`config.mk`:
```
export PLATFORM = sky130hd
export DESIGN_NAME = answer_word_tokenizer
export DESIGN_NICKNAME = d
export VERILOG_FILES = /design/src/awt_pkg.sv /design/src/answer_word_tokenizer.sv /design/src/awt_classify.sv /design/src/awt_core.sv
export VERILOG_INCLUDE_DIRS = /design/src /design/src/src
export SDC_FILE = /design/constraint.sdc
export NUM_CORES = 1
export LEC_CHECK = 0
export BUFFER_PORTS_ARGS = -buffer_cell sky130_fd_sc_hd__buf_2
export CORE_MARGIN = 3
export CORE_UTILIZATION = 45
export DETAILED_ROUTE_END_ITERATION = 8
export PLACE_DENSITY = 0.66
export SETUP_SLACK_MARGIN = 0.1
export SYNTH_ARGS = -nofsm -noshare
export SYNTH_HDL_FRONTEND = slang
export SYNTH_SLANG_ARGS = --single-unit
```
`constraint.sdc`:
```
create_clock -name i_clk -period 4.9 [get_ports i_clk]
set_input_delay 0.49 -clock i_clk [delete_from_list [all_inputs] [get_ports i_clk]]
set_output_delay 0.49 -clock i_clk [all_outputs]
set_load 0.01 [all_outputs]
```
`src/answer_word_tokenizer_defines.svh`:
```
// Assertion macros shared by the answer word tokenizer RTL.
`ifndef ANSWER_WORD_TOKENIZER_DEFINES_SVH
`define ANSWER_WORD_TOKENIZER_DEFINES_SVH

`ifndef SYNTH

// Checks a condition at every clock edge outside reset.
`define AWT_CHECK(label, cond) \
    label: assert property (@(posedge i_clk) disable iff (!i_rst_n) (cond)) \
        else $error("awt check failed");

// Checks that a condition implies another in the same cycle.
`define AWT_IMPLIES(label, ante, cons) \
    label: assert property (@(posedge i_clk) disable iff (!i_rst_n) (ante) |-> (cons)) \
        else $error("awt implication failed");

// Checks that a condition implies another in the next cycle.
`define AWT_IMPLIES_NEXT(label, ante, cons) \
    label: assert property (@(posedge i_clk) disable iff (!i_rst_n) (ante) |=> (cons)) \
        else $error("awt next-cycle implication failed");

`else

`define AWT_CHECK(label, cond)
`define AWT_IMPLIES(label, ante, cons)
`define AWT_IMPLIES_NEXT(label, ante, cons)

`endif

`endif

```
`src/awt_pkg.sv`:
```
// Types and constants shared by the answer word tokenizer modules.
`timescale 1ns / 1ps
`default_nettype none

package awt_pkg;

    // Longest answer string; positions saturate below it and within 8 bits.
    localparam int MAX_STRING_BYTES = 256;
    localparam int IDX_W            = 8;
    localparam int POS_CAP_INT      = ((MAX_STRING_BYTES - 1) < ((1 << IDX_W) - 1)) ?
                                      (MAX_STRING_BYTES - 1) : ((1 << IDX_W) - 1);
    localparam logic [IDX_W-1:0] POS_CAP = IDX_W'(POS_CAP_INT);

    // Separator characters.
    localparam logic [7:0] CH_TAB     = 8'h09;
    localparam logic [7:0] CH_SPACE   = 8'h20;
    localparam logic [7:0] CH_BANG    = 8'h21;
    localparam logic [7:0] CH_DQUOTE  = 8'h22;
    localparam logic [7:0] CH_APOS    = 8'h27;
    localparam logic [7:0] CH_LPAREN  = 8'h28;
    localparam logic [7:0] CH_RPAREN  = 8'h29;
    localparam logic [7:0] CH_COMMA   = 8'h2C;
    localparam logic [7:0] CH_DASH    = 8'h2D;
    localparam logic [7:0] CH_DOT     = 8'h2E;
    localparam logic [7:0] CH_SLASH   = 8'h2F;
    localparam logic [7:0] CH_DIGIT0  = 8'h30;
    localparam logic [7:0] CH_DIGIT9  = 8'h39;
    localparam logic [7:0] CH_COLON   = 8'h3A;
    localparam logic [7:0] CH_QMARK   = 8'h3F;
    localparam logic [7:0] CH_LBRACK  = 8'h5B;
    localparam logic [7:0] CH_RBRACK  = 8'h5D;

    // Letter ranges and case offset.
    localparam logic [7:0] CH_UPPER_A = 8'h41;
    localparam logic [7:0] CH_UPPER_Z = 8'h5A;
    localparam logic [7:0] CH_LOWER_A = 8'h61;
    localparam logic [7:0] CH_LOWER_Z = 8'h7A;
    localparam logic [7:0] CASE_OFFSET = 8'h20;

    // Multibyte UTF-8 sequences: right quote E2 80 99 and accent lead C3.
    localparam logic [7:0] QUOTE_LEAD   = 8'hE2;
    localparam logic [7:0] QUOTE_MID    = 8'h80;
    localparam logic [7:0] QUOTE_END    = 8'h99;
    localparam logic [7:0] ACCENT_LEAD  = 8'hC3;
    localparam logic [7:0] ACC_UPPER_LO = 8'h80;
    localparam logic [7:0] ACC_UPPER_HI = 8'h9F;

    // Pending multibyte sequence.
    typedef enum logic [1:0] {
        PH_NONE = 2'd0,
        PH_Q80  = 2'd1,
        PH_Q99  = 2'd2,
        PH_ACC  = 2'd3
    } t_phase;

    // Error codes reported on the result.
    typedef enum logic [2:0] {
        ERR_NONE            = 3'd0,
        ERR_BAD_CHAR        = 3'd1,
        ERR_BAD_ACCENT      = 3'd2,
        ERR_TRUNC_ACCENT    = 3'd3,
        ERR_BAD_QUOTE       = 3'd4,
        ERR_NESTED_PAREN    = 3'd5,
        ERR_UNMATCHED_CLOSE = 3'd6
    } t_err;

    // Classification of one input byte.
    typedef struct packed {
        logic       is_sep;
        logic       is_quote_lead;
        logic       is_open;
        logic       is_close;
        logic       is_accent_lead;
        logic       is_letter;
        logic [7:0] letter_lc;
        logic       accent_ok;
        logic [7:0] accent_lc;
    } t_class;

    // One result beat.
    typedef struct packed {
        logic             letter_valid;
        logic [7:0]       letter;
        logic             word_begin;
        logic [IDX_W-1:0] word_position;
        logic             word_complete;
        t_err             error_code;
    } t_result;

endpackage

`default_nettype wire

```
`src/answer_word_tokenizer.sv`:
```
// Answer word tokenizer top level: input register, step logic, result register.
//
//   Channel  Direction  Handshake                 Beat
//   input    in         i_in_valid / o_in_stall   i_text_byte, i_end_of_string
//   result   out        o_out_valid / i_out_stall o_letter_valid .. o_error_code
//
// One byte is accepted per cycle and one result beat leaves per cycle when the
// result side does not stall. The byte is first registered, then the step logic
// and state update run into the result register.
// Reset (synchronous, active low) clears the state and both stage valids.
// A stall on the result side holds the result register and backs up into the
// input register; the input stalls only when both stages are full.
`timescale 1ns / 1ps
`default_nettype none

`include "answer_word_tokenizer_defines.svh"

module answer_word_tokenizer
    import awt_pkg::*;
(
    input  wire logic             i_clk,
    input  wire logic             i_rst_n,
    input  wire logic             i_in_valid,
    output logic                  o_in_stall,
    input  wire logic [7:0]       i_text_byte,
    input  wire logic             i_end_of_string,
    output logic                  o_out_valid,
    input  wire logic             i_out_stall,
    output logic                  o_letter_valid,
    output logic [7:0]            o_letter,
    output logic                  o_word_begin,
    output logic [IDX_W-1:0]      o_word_position,
    output logic                  o_word_complete,
    output logic [2:0]            o_error_code
);

    logic       r_in_valid;
    logic [7:0] r_in_byte;
    logic       r_in_last;
    logic       r_out_valid;
    t_result    r_out;

    logic       w_out_free;
    logic       w_step;
    logic       w_in_free;
    t_result    w_result;

    // Stage advance: the result register frees when empty or taken.
    assign w_out_free = !r_out_valid || !i_out_stall;
    assign w_step     = r_in_valid && w_out_free;
    assign w_in_free  = !r_in_valid || w_step;
    assign o_in_stall = !w_in_free;

    // Input register.
    always_ff @(posedge i_clk) begin
        if (!i_rst_n) begin
            r_in_valid <= 1'b0;
        end else if (w_in_free) begin
            r_in_valid <= i_in_valid;
        end
    end

    always_ff @(posedge i_clk) begin
        if (w_in_free && i_in_valid) begin
            r_in_byte <= i_text_byte;
            r_in_last <= i_end_of_string;
        end
    end

    awt_core u_core (
        .i_clk    (i_clk),
        .i_rst_n  (i_rst_n),
        .i_step   (w_step),
        .i_byte   (r_in_byte),
        .i_last   (r_in_last),
        .o_result (w_result)
    );

    // Result register.
    always_ff @(posedge i_clk) begin
        if (!i_rst_n) begin
            r_out_valid <= 1'b0;
        end else if (w_out_free) begin
            r_out_valid <= w_step;
        end
    end

    always_ff @(posedge i_clk) begin
        if (w_step) begin
            r_out <= w_result;
        end
    end

    // Result ports.
    assign o_out_valid     = r_out_valid;
    assign o_letter_valid  = r_out.letter_valid;
    assign o_letter        = r_out.letter;
    assign o_word_begin    = r_out.word_begin;
    assign o_word_position = r_out.word_position;
    assign o_word_complete = r_out.word_complete;
    assign o_error_code    = 3'(r_out.error_code);

    // A byte held in the input register is never dropped while it waits.
    `AWT_IMPLIES_NEXT(a_in_held, r_in_valid && !w_step, r_in_valid)

    // A processed byte always lands in the result register.
    `AWT_IMPLIES_NEXT(a_step_lands, w_step, r_out_valid)

endmodule

`default_nettype wire

```
`src/awt_classify.sv`:
```
// Byte classifier: separators, letters, quote and accent bytes.
`timescale 1ns / 1ps
`default_nettype none

module awt_classify
    import awt_pkg::*;
(
    input  wire logic [7:0] i_byte,
    output t_class          o_class
);

    logic [7:0] w_ascii_lc;
    logic [7:0] w_accent_lc;

    // Lowercase candidates for a plain ASCII byte and for an accent second byte.
    always_comb begin
        w_ascii_lc = i_byte;
        if (i_byte inside {[CH_UPPER_A:CH_UPPER_Z]}) begin
            w_ascii_lc = i_byte + CASE_OFFSET;
        end
        w_accent_lc = i_byte;
        if (i_byte inside {[ACC_UPPER_LO:ACC_UPPER_HI]}) begin
            w_accent_lc = i_byte + CASE_OFFSET;
        end
    end

    // Flag set for the byte.
    always_comb begin
        o_class.is_sep = i_byte inside {[CH_DIGIT0:CH_DIGIT9], CH_SPACE, CH_TAB, CH_APOS,
                                        CH_SLASH, CH_LPAREN, CH_RPAREN, CH_BANG, CH_QMARK,
                                        CH_DOT, CH_COMMA, CH_DASH, CH_COLON, CH_DQUOTE,
                                        CH_LBRACK, CH_RBRACK, QUOTE_LEAD};
        o_class.is_quote_lead  = (i_byte == QUOTE_LEAD);
        o_class.is_open        = (i_byte == CH_LPAREN);
        o_class.is_close       = (i_byte == CH_RPAREN);
        o_class.is_accent_lead = (i_byte == ACCENT_LEAD);
        o_class.is_letter      = w_ascii_lc inside {[CH_LOWER_A:CH_LOWER_Z]};
        o_class.letter_lc      = w_ascii_lc;
        // Grave and acute a, e, i, o, u in lowercase form.
        o_class.accent_ok      = w_accent_lc inside {8'hA0, 8'hA1, 8'hA8, 8'hA9, 8'hAC,
                                                     8'hAD, 8'hB2, 8'hB3, 8'hB9, 8'hBA};
        o_class.accent_lc      = w_accent_lc;
    end

endmodule

`default_nettype wire

```
`src/awt_core.sv`:
```
// Tokenizer state and per-byte step logic.
`timescale 1ns / 1ps
`default_nettype none

`include "answer_word_tokenizer_defines.svh"

module awt_core
    import awt_pkg::*;
(
    input  wire logic       i_clk,
    input  wire logic       i_rst_n,
    input  wire logic       i_step,
    input  wire logic [7:0] i_byte,
    input  wire logic       i_last,
    output t_result         o_result
);

    t_class           w_class;

    logic             r_inside_parens;
    logic             r_word_open;
    t_phase           r_phase;
    logic [IDX_W-1:0] r_byte_index;
    logic [IDX_W-1:0] r_word_start;
    logic             r_err_latched;

    logic             n_inside_parens;
    logic             n_word_open;
    t_phase           n_phase;
    logic [IDX_W-1:0] n_byte_index;
    logic [IDX_W-1:0] n_word_start;
    logic             n_err_latched;

    logic             w_lv;
    logic [7:0]       w_letter;
    logic             w_wb;
    logic             w_wc;
    t_err             w_err;

    awt_classify u_classify (
        .i_byte  (i_byte),
        .o_class (w_class)
    );

    // Step of the tokenizer for the byte held at the input register.
    always_comb begin
        n_inside_parens = r_inside_parens;
        n_word_open     = r_word_open;
        n_phase         = r_phase;
        n_word_start    = r_word_start;
        n_err_latched   = r_err_latched;
        w_lv            = 1'b0;
        w_letter        = '0;
        w_wb            = 1'b0;
        w_wc            = 1'b0;
        w_err           = ERR_NONE;

        if (!r_err_latched) begin
            case (r_phase)
                PH_Q80: begin
                    if (i_byte != QUOTE_MID || i_last) begin
                        w_err = ERR_BAD_QUOTE;
                    end else begin
                        n_phase = PH_Q99;
                    end
                end
                PH_Q99: begin
                    if (i_byte != QUOTE_END) begin
                        w_err = ERR_BAD_QUOTE;
                    end else begin
                        n_phase = PH_NONE;
                    end
                end
                PH_ACC: begin
                    if (w_class.accent_ok) begin
                        w_lv     = 1'b1;
                        w_letter = w_class.accent_lc;
                        w_wc     = i_last;
                        n_phase  = PH_NONE;
                    end else begin
                        w_err = ERR_BAD_ACCENT;
                    end
                end
                default: begin
                    // No multibyte sequence pending.
                    if (w_class.is_sep) begin
                        w_wc        = r_word_open;
                        n_word_open = 1'b0;
                        if (w_class.is_quote_lead) begin
                            if (i_last) begin
                                w_err = ERR_BAD_QUOTE;
                            end else begin
                                n_phase = PH_Q80;
                            end
                        end else if (w_class.is_open) begin
                            if (r_inside_parens) begin
                                w_err = ERR_NESTED_PAREN;
                            end else begin
                                n_inside_parens = 1'b1;
                            end
                        end else if (w_class.is_close) begin
                            if (!r_inside_parens) begin
                                w_err = ERR_UNMATCHED_CLOSE;
                            end else begin
                                n_inside_parens = 1'b0;
                            end
                        end
                    end else if (!r_inside_parens) begin
                        if (!r_word_open) begin
                            n_word_open  = 1'b1;
                            n_word_start = r_byte_index;
                            w_wb         = 1'b1;
                        end
                        if (w_class.is_accent_lead) begin
                            if (i_last) begin
                                w_err = ERR_TRUNC_ACCENT;
                            end else begin
                                w_lv     = 1'b1;
                                w_letter = i_byte;
                                n_phase  = PH_ACC;
                            end
                        end else if (w_class.is_letter) begin
                            w_lv     = 1'b1;
                            w_letter = w_class.letter_lc;
                            w_wc     = i_last;
                        end else begin
                            w_err = ERR_BAD_CHAR;
                        end
                    end
                end
            endcase

            // An error blanks the beat and latches until the string ends.
            if (w_err != ERR_NONE) begin
                w_lv          = 1'b0;
                w_letter      = '0;
                w_wb          = 1'b0;
                w_wc          = 1'b0;
                n_err_latched = 1'b1;
            end
        end

        // Saturating byte position.
        n_byte_index = r_byte_index;
        if (r_byte_index < POS_CAP) begin
            n_byte_index = r_byte_index + 1'b1;
        end

        // The last byte returns everything to the reset state.
        if (i_last) begin
            n_inside_parens = 1'b0;
            n_word_open     = 1'b0;
            n_phase         = PH_NONE;
            n_byte_index    = '0;
            n_word_start    = '0;
            n_err_latched   = 1'b0;
        end
    end

    // Result fields for this byte.
    always_comb begin
        o_result.letter_valid  = w_lv;
        o_result.letter        = w_letter;
        o_result.word_begin    = w_wb;
        o_result.word_position = (w_lv || w_wc) ?
                                 (w_wb ? r_byte_index : r_word_start) : '0;
        o_result.word_complete = w_wc;
        o_result.error_code    = w_err;
    end

    // State registers advance once per processed byte.
    always_ff @(posedge i_clk) begin
        if (!i_rst_n) begin
            r_inside_parens <= 1'b0;
            r_word_open     <= 1'b0;
            r_phase         <= PH_NONE;
            r_byte_index    <= '0;
            r_word_start    <= '0;
            r_err_latched   <= 1'b0;
        end else if (i_step) begin
            r_inside_parens <= n_inside_parens;
            r_word_open     <= n_word_open;
            r_phase         <= n_phase;
            r_byte_index    <= n_byte_index;
            r_word_start    <= n_word_start;
            r_err_latched   <= n_err_latched;
        end
    end

    // An error beat carries no letter and no word marks.
    `AWT_IMPLIES(a_err_beat_blank, i_step && o_result.error_code != ERR_NONE, !o_result.letter_valid && !o_result.word_begin && !o_result.word_complete)

    // Once an error is latched, bytes are swallowed silently.
    `AWT_IMPLIES(a_latched_silent, i_step && r_err_latched, o_result.error_code == ERR_NONE && !o_result.letter_valid && !o_result.word_complete)

    // A word only begins on an emitted byte.
    `AWT_IMPLIES(a_begin_emits, i_step && o_result.word_begin, o_result.letter_valid)

    // The last byte leaves the block in its reset state.
    `AWT_IMPLIES_NEXT(a_last_clears, i_step && i_last, r_phase == PH_NONE && !r_err_latched && !r_inside_parens && !r_word_open && r_byte_index == '0)

endmodule

`default_nettype wire
```
==> out/summary.txt, run 1 <==
Synth Flop Type -> edfxtp_1
met2 usage -> 23.7%
Iter 0 DRT Violations -> 92
Worst slew margin -> 28.6%
Max Clock Freq -> 0.361 GHz
RSZ-0062 raised after global routing -> no
Final Non-Filler Cells -> 375
WHS -> 0.336 ns
Min Clock Period, post-route -> 2.77 ns
Post-CTS Setup Inserts -> 0
CP top delay family -> simple AND/OR/NAND/NOR gates
worst path cell trace -> or3_4 > o41ai_2 > nand2_1 > o21ai_2 > nand3_1 > o221a_2
Async S/R FF share, synth -> 0%
DRT antenna net count -> 0
All-Layer GR Usage -> 15.5%
Final Max Tran Viols -> 0
Crit Path Max Fanout -> 12
routed via count -> 2043
PortBufs -> 36
TritonCTS clock tree -> done
Fin. Hold Viols -> 0
CP max stage delay -> 0.55 ns
MaxCap Viol Count -> 0
GR peak layer -> met2
CP endpoint kind -> flip-flop
Initial DRT Pass Iterations -> 4
ant diodes -> 0
top cells by area, synth -> edfxtp_1 33%, dfxtp_1 16%, nor2_1 4.4%, mux2i_1 3.2%, ha_1 3.1%
Cells after DPL -> 367
worst reg2reg path startpoint -> r_in_byte[4]$_DFFE_PP_
Post-CTS Hold Buffers -> 0
die span in x -> 85.4 um
H-tree depth -> 2
Worst Hold Path Cells -> 1
Leak Pwr -> 1.18 nW
CP max stage cell -> edfxtp_1
die height -> 85.4 um
mean area per synthesized cell -> 10.7 sq um
hold wc startpoint -> i_text_byte[6]
initial antenna violation count -> 0
later-pin clock latency in the skew report -> 0.32 ns
CTS Buffer Depth -> 2
Core Area -> 0.00603 sq mm
TNS Setup -> 0 ns
fill cell count -> 543
Final Cycle Share -> 56.6%
DP HPWL -> 3840 um
arrival time at the worst endpoint -> 2.99 ns
synthesized instance count -> 264
layout cell share with drive strength beyond 1 -> 25.3%
Resized Gates After CTS -> 0
Worst Hold Path EP -> r_in_byte[6]$_DFFE_PP_
first-pass GRT wire length -> 9140 um
Row Count -> 28
DRC -> 0
final number of setup-violating endpoints -> 0
final net count -> 319
cell with the most instances after synthesis -> nor2_1
CTS buffer count -> 5
R2R cell count -> 6
Post-synth EDFFs -> 31
outcome -> finished, final reports clean
R2R setup slack -> 2.13 ns
initial core utilization -> 47.1%
syn_nets -> 284
worst reg2reg path endpoint -> u_core.r_err_latched$_SDFFE_PN0P_
Global Route met1 Usage -> 21.2%
io pins -> 37
synth warn -> 0
CP Launch Type -> flip-flop
synth unique cells -> 64
Synth Register Bits -> 54
worst vdd rail ir drop -> 185 uV
Power Density -> 286 mW/mm^2
worst slew pin tran -> 1.06 ns
Worst Path Required -> 5.12 ns
area grow syn2layout -> 11.4%
gp weighted congestion -> 0.835
die area -> 0.00729 sq mm
mapped cell area -> 0.00284 sq mm
Setup Skew -> 0.00384 ns
Avg WL per Cell -> 14.0 um
share of the synthesized area in the top cell type -> 32.8%
kind of critical path -> flip-flop to flip-flop
total wire length -> 5230 um
clock-pin slew on the worst setup and hold paths -> 0.11 ns
clk sink count -> 54
GR Layer Usage met3 -> 3.88%
Post-synth top cells -> 33 x nor2_1, 31 x edfxtp_1, 23 x dfxtp_1
post-synth top area cell -> edfxtp_1
post-synthesis sequential area ratio -> 49.1%
routed vias/inst -> 5.45
clock root buffer -> clkbuf_8
hold crit path type -> input pin to flip-flop
Buf/Inv on CP -> 0
vias in the first global route -> 1963
pin count of the biggest net entering global routing -> 29
Overflow after GRT -> 0
## sequential cells by signal (all words and copies together), names as in the netlist, 2 cells and up
name and count:
o_letter 8, o_error_code 3, u_core.r_byte_index 8, u_core.r_phase 2, o_word_position 8, u_core.r_word_start 8
r_in_byte 8
## report_power, final
| part | switching (W) | total, W | internal, W |
|---|---|---|---|
| registers | 0.0000172 | 0.000513 | 0.000496 |
| clock network | 0.000165 | 0.000272 | 0.000107 |
| logic | 0.0000732 | 0.000117 | 0.0000438 |
| total | 0.000255 | 0.000902 | 0.000647 |
## final cells by class
type / count / area, sq um / share of cell area [%]
clock inverters: 3 / 28.8 / 0.911
well taps: 75 / 93.8 / 2.97
inverters: 14 / 52.6 / 1.66
clock buffers: 5 / 68.8 / 2.18
flip-flops and latches: 54 / 1390 / 44.1
multi-input cells: 187 / 1340 / 42.3
repair buffers: 37 / 188 / 5.94
## cells in the final DEF, fill, tap and decap left out, types with 2 or more instances in the layout
cell / instances
dfxtp_1: 23
o32ai_1: 2
o21ai_2: 2
nand3_1: 6
nor2b_1: 5
nor3_2: 7
inv_1: 14
o221a_2: 3
o21ba_2: 2
clkbuf_8: 5
a22o_1: 8
buf_2: 36
a21oi_1: 10
nor3b_2: 2
nor3_1: 7
or2_1: 2
a21o_1: 2
o31ai_1: 2
mux2i_1: 9
nand2b_1: 6
xnor2_1: 4
nand2_1: 18
a21boi_0: 2
o21ai_0: 5
nand4_1: 4
nor2_1: 33
and3_1: 2
xor2_1: 2
edfxtp_1: 31
ha_1: 7
nor4_1: 3
or3_1: 2
## routing by layer
| metal | up-vias | part of all wire, % |
|---|---|---|
| li1 | 1044 | - |
| met1 | 928 | 48 |
| met2 | 60 | 44 |
| met3 | 11 | 6.3 |
| met4 | 0 | 2.2 |
| met5 | - | 0 |
## worst reg2reg max path, stage by stage, from the launching register on
cell,delay (ns)
edfxtp_1,0.55
or3_4,0.48
o41ai_2,0.30
nand2_1,0.14
o21ai_2,0.24
nand3_1,0.52
o221a_2,0.45
## worst max-delay path by stage
| stage | endpoint | cells after the start | startpoint |
|---|---|---|---|
| final | u_core.r_err_latched$_SDFFE_PN0P_ | 6 | r_in_byte[4]$_DFFE_PP_ |
| after global routing | u_core.r_err_latched$_SDFFE_PN0P_ | 8 | r_in_byte[5]$_DFFE_PP_ |
| after CTS | u_core.r_err_latched$_SDFFE_PN0P_ | 6 | r_in_byte[4]$_DFFE_PP_ |
| after detailed placement | u_core.r_err_latched$_SDFFE_PN0P_ | 6 | r_in_byte[2]$_DFFE_PP_ |
| after global placement | u_core.r_err_latched$_SDFFE_PN0P_ | 6 | r_in_byte[4]$_DFFE_PP_ |
| after floorplan | u_core.r_word_start[0]$_SDFFE_PN0P_ | 6 | i_out_stall |
## per-stage QoR
step           setup slack (ns)  area (sq um)  util [%]  power (W)
2_1_floorplan              2.35          2840         -   0.000613
5_1_grt                    1.88          3160      52.4   0.000941
3_3_place_gp               2.16          3060      50.8   0.000639
6_report                   2.13          3160      52.4   0.000902
4_1_cts                    2.13          3160      52.4   0.000909
3_5_place_dp               2.14          3060      50.8   0.000641
## cells by family (layout without fill, tap and decap cells)
family / count (synthesis) / after routing / share of synthesized area, %
flops: 54 / 54 / 49.1
mux: 9 / 9 / 3.18
compound gates: 55 / 55 / 16.3
buf+inv: 23 / 59 / 3.84
fa+ha+maj: 7 / 7 / 3.09
xor+xnor: 6 / 6 / 1.85
simple gates: 110 / 110 / 22.6
Power figures use the tool's default switching activity.
==> run 2: changes to the inputs <==
--- a/config.mk
+++ b/config.mk
@@ -6,11 +6,12 @@
 export SDC_FILE = /design/constraint.sdc
 export NUM_CORES = 1
 export LEC_CHECK = 0
+export ABC_AREA = 1
 export BUFFER_PORTS_ARGS = -buffer_cell sky130_fd_sc_hd__buf_2
 export CORE_MARGIN = 3
 export CORE_UTILIZATION = 45
 export DETAILED_ROUTE_END_ITERATION = 8
-export PLACE_DENSITY = 0.66
+export PLACE_DENSITY = 0.68
 export SETUP_SLACK_MARGIN = 0.1
 export SYNTH_ARGS = -nofsm -noshare
 export SYNTH_HDL_FRONTEND = slang
==> constraint.sdc (replaced) <==
create_clock -name i_clk -period 2.5 [get_ports i_clk]
set_input_delay 0.25 -clock i_clk [delete_from_list [all_inputs] [get_ports i_clk]]
set_output_delay 0.25 -clock i_clk [all_outputs]
set_load 0.01 [all_outputs]
==> run 2 against run 1 <==
Maximum frequency grew 25%. Register-to-register slack lost 1.8 ns. Non-clock buffer count grew 9. Hold slack lost 0.22 ns. Global-route usage grew 1.2 points.
==> out/summary.txt, run 2 <==
worst slew pin tran -> 0.572 ns
CTS buffer count -> 5
mapped cell area -> 0.00298 sq mm
clock share of power -> 27.7%
Gate power share -> 16.4%
first-pass GRT wire length -> 10200 um
Row Count -> 29
synth warn -> 0
share of the synthesized area in the top cell type -> 31.2%
Synth Register Bits -> 54
arrival time at the worst endpoint -> 2.30 ns
CP max stage cell -> edfxtp_1
clock root buffer -> clkbuf_8
DRT antenna net count -> 0
simple-gate share of the synthesized area -> 34.4%
CP endpoint kind -> flip-flop
Async S/R FF share, synth -> 0%
Buf/Inv on CP -> 1
Multi-input gate area -> 0.00135 sq mm
Initial DRT Pass Iterations -> 4
TritonCTS clock tree -> done
NetSw -> 0.000524 W
CTS Buffer Depth -> 2
largest family of logic cells by synthesized area -> simple AND/OR/NAND/NOR gates
cell with the most instances after synthesis -> nand2_1
die span in x -> 87.4 um
All-Layer GR Usage -> 16.7%
worst vdd rail ir drop -> 305 uV
mux share of post-synthesis cell area -> 0%
Post-synth top cells -> 90 x nand2_1, 77 x nor2_1, 51 x inv_1
register area -> 0.00139 sq mm
io pins -> 37
Adder-Cell Fraction of Synth Area -> 2.94%
Iter 0 DRT Violations -> 177
pre-CTS setup slack -> 0.245 ns
most frequent cells in the layout -> 90 x nand2_1, 76 x nor2_1, 51 x inv_1
worst path cell trace -> inv_1 > ha_1 > nand4_1 > nand2_1 > nor2_2 > nand2_1 > nand2_1 > nand2_1 > nor2_4 > nand3_4 > nor2_1 > nor2_1
layout cell share with drive strength beyond 1 -> 18.7%
Synth Flop Type -> edfxtp_1
Max Clock Freq -> 0.451 GHz
Leak Pwr -> 1.58 nW
switching part of the total -> 28.8%
sequential power share -> 55.9%
area fraction in compound gates after synthesis -> 7.17%
synth unique cells -> 29
CP max stage delay -> 0.50 ns
most common cell after layout, fill and taps aside -> nand2_1
final number of setup-violating endpoints -> 0
Avg WL per Cell -> 11.5 um
later-pin clock latency in the skew report -> 0.31 ns
ant diodes -> 0
MaxCap Viol Count -> 0
die area -> 0.00764 sq mm
Setup Skew -> 0.00827 ns
syn_nets -> 415
gp weighted congestion -> 0.866
synthesized instance count -> 395
CP top delay family -> simple AND/OR/NAND/NOR gates
post-synthesis sequential area ratio -> 46.6%
post-synth top area cell -> edfxtp_1
Final Cycle Share -> 88.7%
Crit Path Max Fanout -> 17
Worst Path Required -> 2.58 ns
most frequent CP cell -> nand2_1
total wire length -> 5980 um
DRC -> 0
fill cell count -> 613
pin count of the biggest net entering global routing -> 23
Min Clock Period, post-route -> 2.22 ns
hold crit path type -> input pin to flip-flop
Post-Synth XOR/XNOR Area -> 0.294%
kind of critical path -> flip-flop to flip-flop
Worst slew margin -> 61.4%
Final Max Tran Viols -> 0
vias in the first global route -> 2241
top cells by area, synth -> edfxtp_1 31%, dfxtp_1 15%, nand2_1 11%, nor2_1 9.7%, inv_1 6.4%
H-tree depth -> 2
Core Area -> 0.00639 sq mm
outcome -> finished, final reports clean
initial core utilization -> 46.7%
Fin. Hold Viols -> 0
DP HPWL -> 4520 um
Post-synth EDFFs -> 31
Power Density -> 534 mW/mm^2
TNS Setup -> 0 ns
internal power -> 0.00129 W
area grow syn2layout -> 14.0%
PortBufs -> 36
mean area per synthesized cell -> 7.55 sq um
die height -> 87.4 um
fin util -> 53.3%
Overflow after GRT -> 0
initial antenna violation count -> 0
routed vias/inst -> 4.85
final net count -> 462
RSZ-0062 raised after global routing -> yes
clk sink count -> 54
routed via count -> 2521
CP Launch Type -> flip-flop
Final WS setup -> 0.281 ns
clock-pin slew on the worst setup and hold paths -> 0.10 ns
## run 2: kinds of logic after synthesis
kind of cell	after synthesis
and+or+nand+nor	229
buffers and inverters	64
DFF	54
AOI/OAI and AO/OA	40
adders and majority gates	7
xor gates and xnor gates	1
## run 2: through the flow
step	power, W	std cells	hold WS [ns]	area (sq um)
after floorplan	0.00125	395	0.349	2990
final	0.00182	520	0.112	3400
after global routing	0.00192	520	0.0969	3400
after CTS	0.00182	514	0.103	3350
after detailed placement	0.00132	506	0.428	3250
after global placement	0.00132	506	0.426	3250
## run 2: layout make-up
cell class / count / area share (%)
multi-input combinational: 277 / 39.7
timing repair buffer: 46 / 7.50
clock buffer: 5 / 2.02
tap: 77 / 2.83
inverter: 58 / 6.40
clock inverter: 3 / 0.662
sequential: 54 / 40.9
## run 2: path summary, 6_finish.rpt
| kind | start | endpoint | slack [ns] | cells after the start |
|---|---|---|---|---|
| hold / removal | i_text_byte[3] | r_in_byte[3]$_DFFE_PP_ | 0.11 | 1 |
| hold reg to reg | u_core.r_word_start[7]$_SDFFE_PN0P_ | u_core.r_word_start[7]$_SDFFE_PN0P_ | 0.47 | 2 |
| setup / recovery | r_in_byte[6]$_DFFE_PP_ | o_word_position[1]$_SDFFCE_PN0P_ | 0.28 | 12 |
| setup reg to reg | r_in_byte[6]$_DFFE_PP_ | o_word_position[1]$_SDFFCE_PN0P_ | 0.28 | 12 |
## run 2: repair_timing
| item | in CTS | in global routing |
|---|---|---|
| resized for setup | 0 | 2 |
| hold buffers | 0 | 0 |
| buffers inserted | 0 | 6 |
| endpoints found under the setup margin | 0 | 8 |
## run 2: per-layer routing
metal | GRT usage, % | vias to the layer above | part of all wire, %
li1 | - | 1352 | -
met3 | 2.84 | 4 | 6.3
met2 | 25.8 | 72 | 43
met1 | 23.9 | 1093 | 50
met4 | 4.88 | 0 | 0.90
met5 | 0 | - | 0
## run 2: power by group through the flow
stage	Clock, W	Sequential [W]	Combinational [W]
3_5_place_dp	0	0.00104	0.000285
6_report	0.000503	0.00102	0.000298
2_1_floorplan	0	0.00104	0.000209
3_3_place_gp	0	0.00104	0.000281
4_1_cts	0.000520	0.00102	0.000285
5_1_grt	0.000562	0.00102	0.000341
==> run 3: changes to the inputs <==
--- a/config.mk
+++ b/config.mk
@@ -8,6 +8,7 @@
 export LEC_CHECK = 0
 export ABC_AREA = 1
 export BUFFER_PORTS_ARGS = -buffer_cell sky130_fd_sc_hd__buf_2
+export CORE_ASPECT_RATIO = 0.9
 export CORE_MARGIN = 3
 export CORE_UTILIZATION = 45
 export DETAILED_ROUTE_END_ITERATION = 8
==> run 3 against run 2 <==
Clock-buffer cell count is 1 higher. Clock skew is 0.0040 ns higher. Sequential share of layout area down 1.1 points. Sequential cell count did not move. Global-route usage is 0.65 points lower. Combinational power increased by 6%. Clock power is 21% higher. Critical endpoint is now o_word_position[7]$_SDFFCE_PN0P_. First-iteration DRC count is 14% higher. Cell area rose by 2.7%. Non-clock buffer count rose by 2. Maximum frequency is 1.4% lower. Routed wire length down 0.48%.
==> out/summary.txt, run 3 (synthesis results as in run 2) <==
outcome -> finished, final reports clean
Initial DRT Pass Iterations -> 4
CP endpoint kind -> flip-flop
io pins -> 37
die span in x -> 91.8 um
Worst slew margin -> 64.5%
Overflow after GRT -> 0
gp weighted congestion -> 0.899
PortBufs -> 36
Power Density -> 555 mW/mm^2
worst path cell trace -> inv_2 > ha_1 > nand4_1 > nand2_1 > nor2_2 > nand2_1 > nand2_1 > nand2_1 > nor2_4 > buf_4 > nand3_4 > nor2_1 > nor2_1
DRT antenna net count -> 0
later-pin clock latency in the skew report -> 0.31 ns
Fin. Hold Viols -> 0
hold crit path type -> input pin to flip-flop
initial antenna violation count -> 0
total wire length -> 5950 um
CTS buffer count -> 5
Final Max Tran Viols -> 0
TNS Setup -> 0 ns
fin util -> 55.6%
clock root buffer -> clkbuf_8
Worst Path Required -> 2.57 ns
worst vdd rail ir drop -> 244 uV
final number of setup-violating endpoints -> 0
arrival time at the worst endpoint -> 2.32 ns
Max Clock Freq -> 0.444 GHz
area grow syn2layout -> 17.1%
fill cell count -> 607
most frequent CP cell -> nand2_1
routed via count -> 2537
die area -> 0.00765 sq mm
final net count -> 465
Leak Pwr -> 1.60 nW
most common cell after layout, fill and taps aside -> nand2_1
CP Launch Type -> flip-flop
CP max stage cell -> edfxtp_1
WHS -> 0.124 ns
Iter 0 DRT Violations -> 201
CP max stage delay -> 0.49 ns
Setup Skew -> 0.0122 ns
Crit Path Max Fanout -> 9
All-Layer GR Usage -> 16.0%
Min Clock Period, post-route -> 2.25 ns
H-tree depth -> 2
die height -> 83.3 um
Row Count -> 27
clock-pin slew on the worst setup and hold paths -> 0.10 ns
pin count of the biggest net entering global routing -> 23
Final Cycle Share -> 90.0%
CTS Buffer Depth -> 2
ant diodes -> 0
most frequent cells in the layout -> 90 x nand2_1, 76 x nor2_1, 51 x inv_1
vias in the first global route -> 2124
routed vias/inst -> 4.76
MaxCap Viol Count -> 0
clk sink count -> 54
DRC -> 0
Buf/Inv on CP -> 2
Post-CTS Hold Buffers -> 0
initial core utilization -> 47.5%
layout cell share with drive strength beyond 1 -> 19.7%
RSZ-0062 raised after global routing -> no
kind of critical path -> flip-flop to flip-flop
TritonCTS clock tree -> done
Final Cell Area -> 0.00349 sq mm
Avg WL per Cell -> 11.2 um
R2R setup slack -> 0.25 ns
CP top delay family -> simple AND/OR/NAND/NOR gates
first-pass GRT wire length -> 10100 um
worst slew pin tran -> 0.527 ns
dpl cell area -> 0.00326 sq mm
Core Area -> 0.00628 sq mm
DP HPWL -> 4480 um
==> run 3: report_power, final <==
part,internal [W],switching [W],leakage (nW)
Clock,0.000329,0.000278,0.0618
Sequential,0.000987,0.0000291,0.482
Combinational,0.000111,0.000205,1.06
Total,0.00143,0.000512,1.60
==> run 3: through the flow <==
stage / power, W / instances / worst slack, ns
detailed placement: 0.00132 / 515 / 0.235
finish: 0.00194 / 533 / 0.249
global placement: 0.00131 / 515 / 0.315
CTS: 0.00193 / 523 / 0.180
floorplan: 0.00125 / 395 / 0.342
global route: 0.00205 / 533 / 0.0679
==> run 3: final timing paths <==
path                              startpoint                               end  cells past startpoint
max                   r_in_byte[5]$_DFFE_PP_  o_word_position[7]$_SDFFCE_PN0P_                     13
min                           i_text_byte[3]            r_in_byte[3]$_DFFE_PP_                      1
max reg2reg           r_in_byte[5]$_DFFE_PP_  o_word_position[7]$_SDFFCE_PN0P_                     13
min reg2reg  u_core.r_word_open$_SDFFE_PN0P_   u_core.r_word_open$_SDFFE_PN0P_                      2
==> run 3: what timing repair did <==
| item | 4_1_cts | 5_1_grt |
|---|---|---|
| resized for setup | 0 | 6 |
| endpoints found under the setup margin | 0 | 10 |
| buffers inserted | 0 | 9 |
==> run 3: layout make-up <==
type | instances | area (sq um) | share of cell area, %
flip-flops and latches | 54 | 1390 | 39.8
multi-input cells | 278 | 1390 | 39.6
repair buffers | 48 | 270 | 7.73
inverters | 58 | 218 | 6.23
well taps | 87 | 109 | 3.11
clock buffers | 6 | 82.6 | 2.36
clock inverters | 2 | 38.8 | 1.11
==> run 3: per-layer routing <==
metal / track usage, % / share of wire [%] / routed length (um) / vias to the layer above
li1: - / - / - / 1363
met1: 25.1 / 52 / 3090 / 1105
met2: 22.7 / 42 / 2490 / 62
met5: 0 / 0 / 0 / -
met4: 3.64 / 0.96 / 57 / 0
met3: 2.99 / 5.3 / 315 / 7
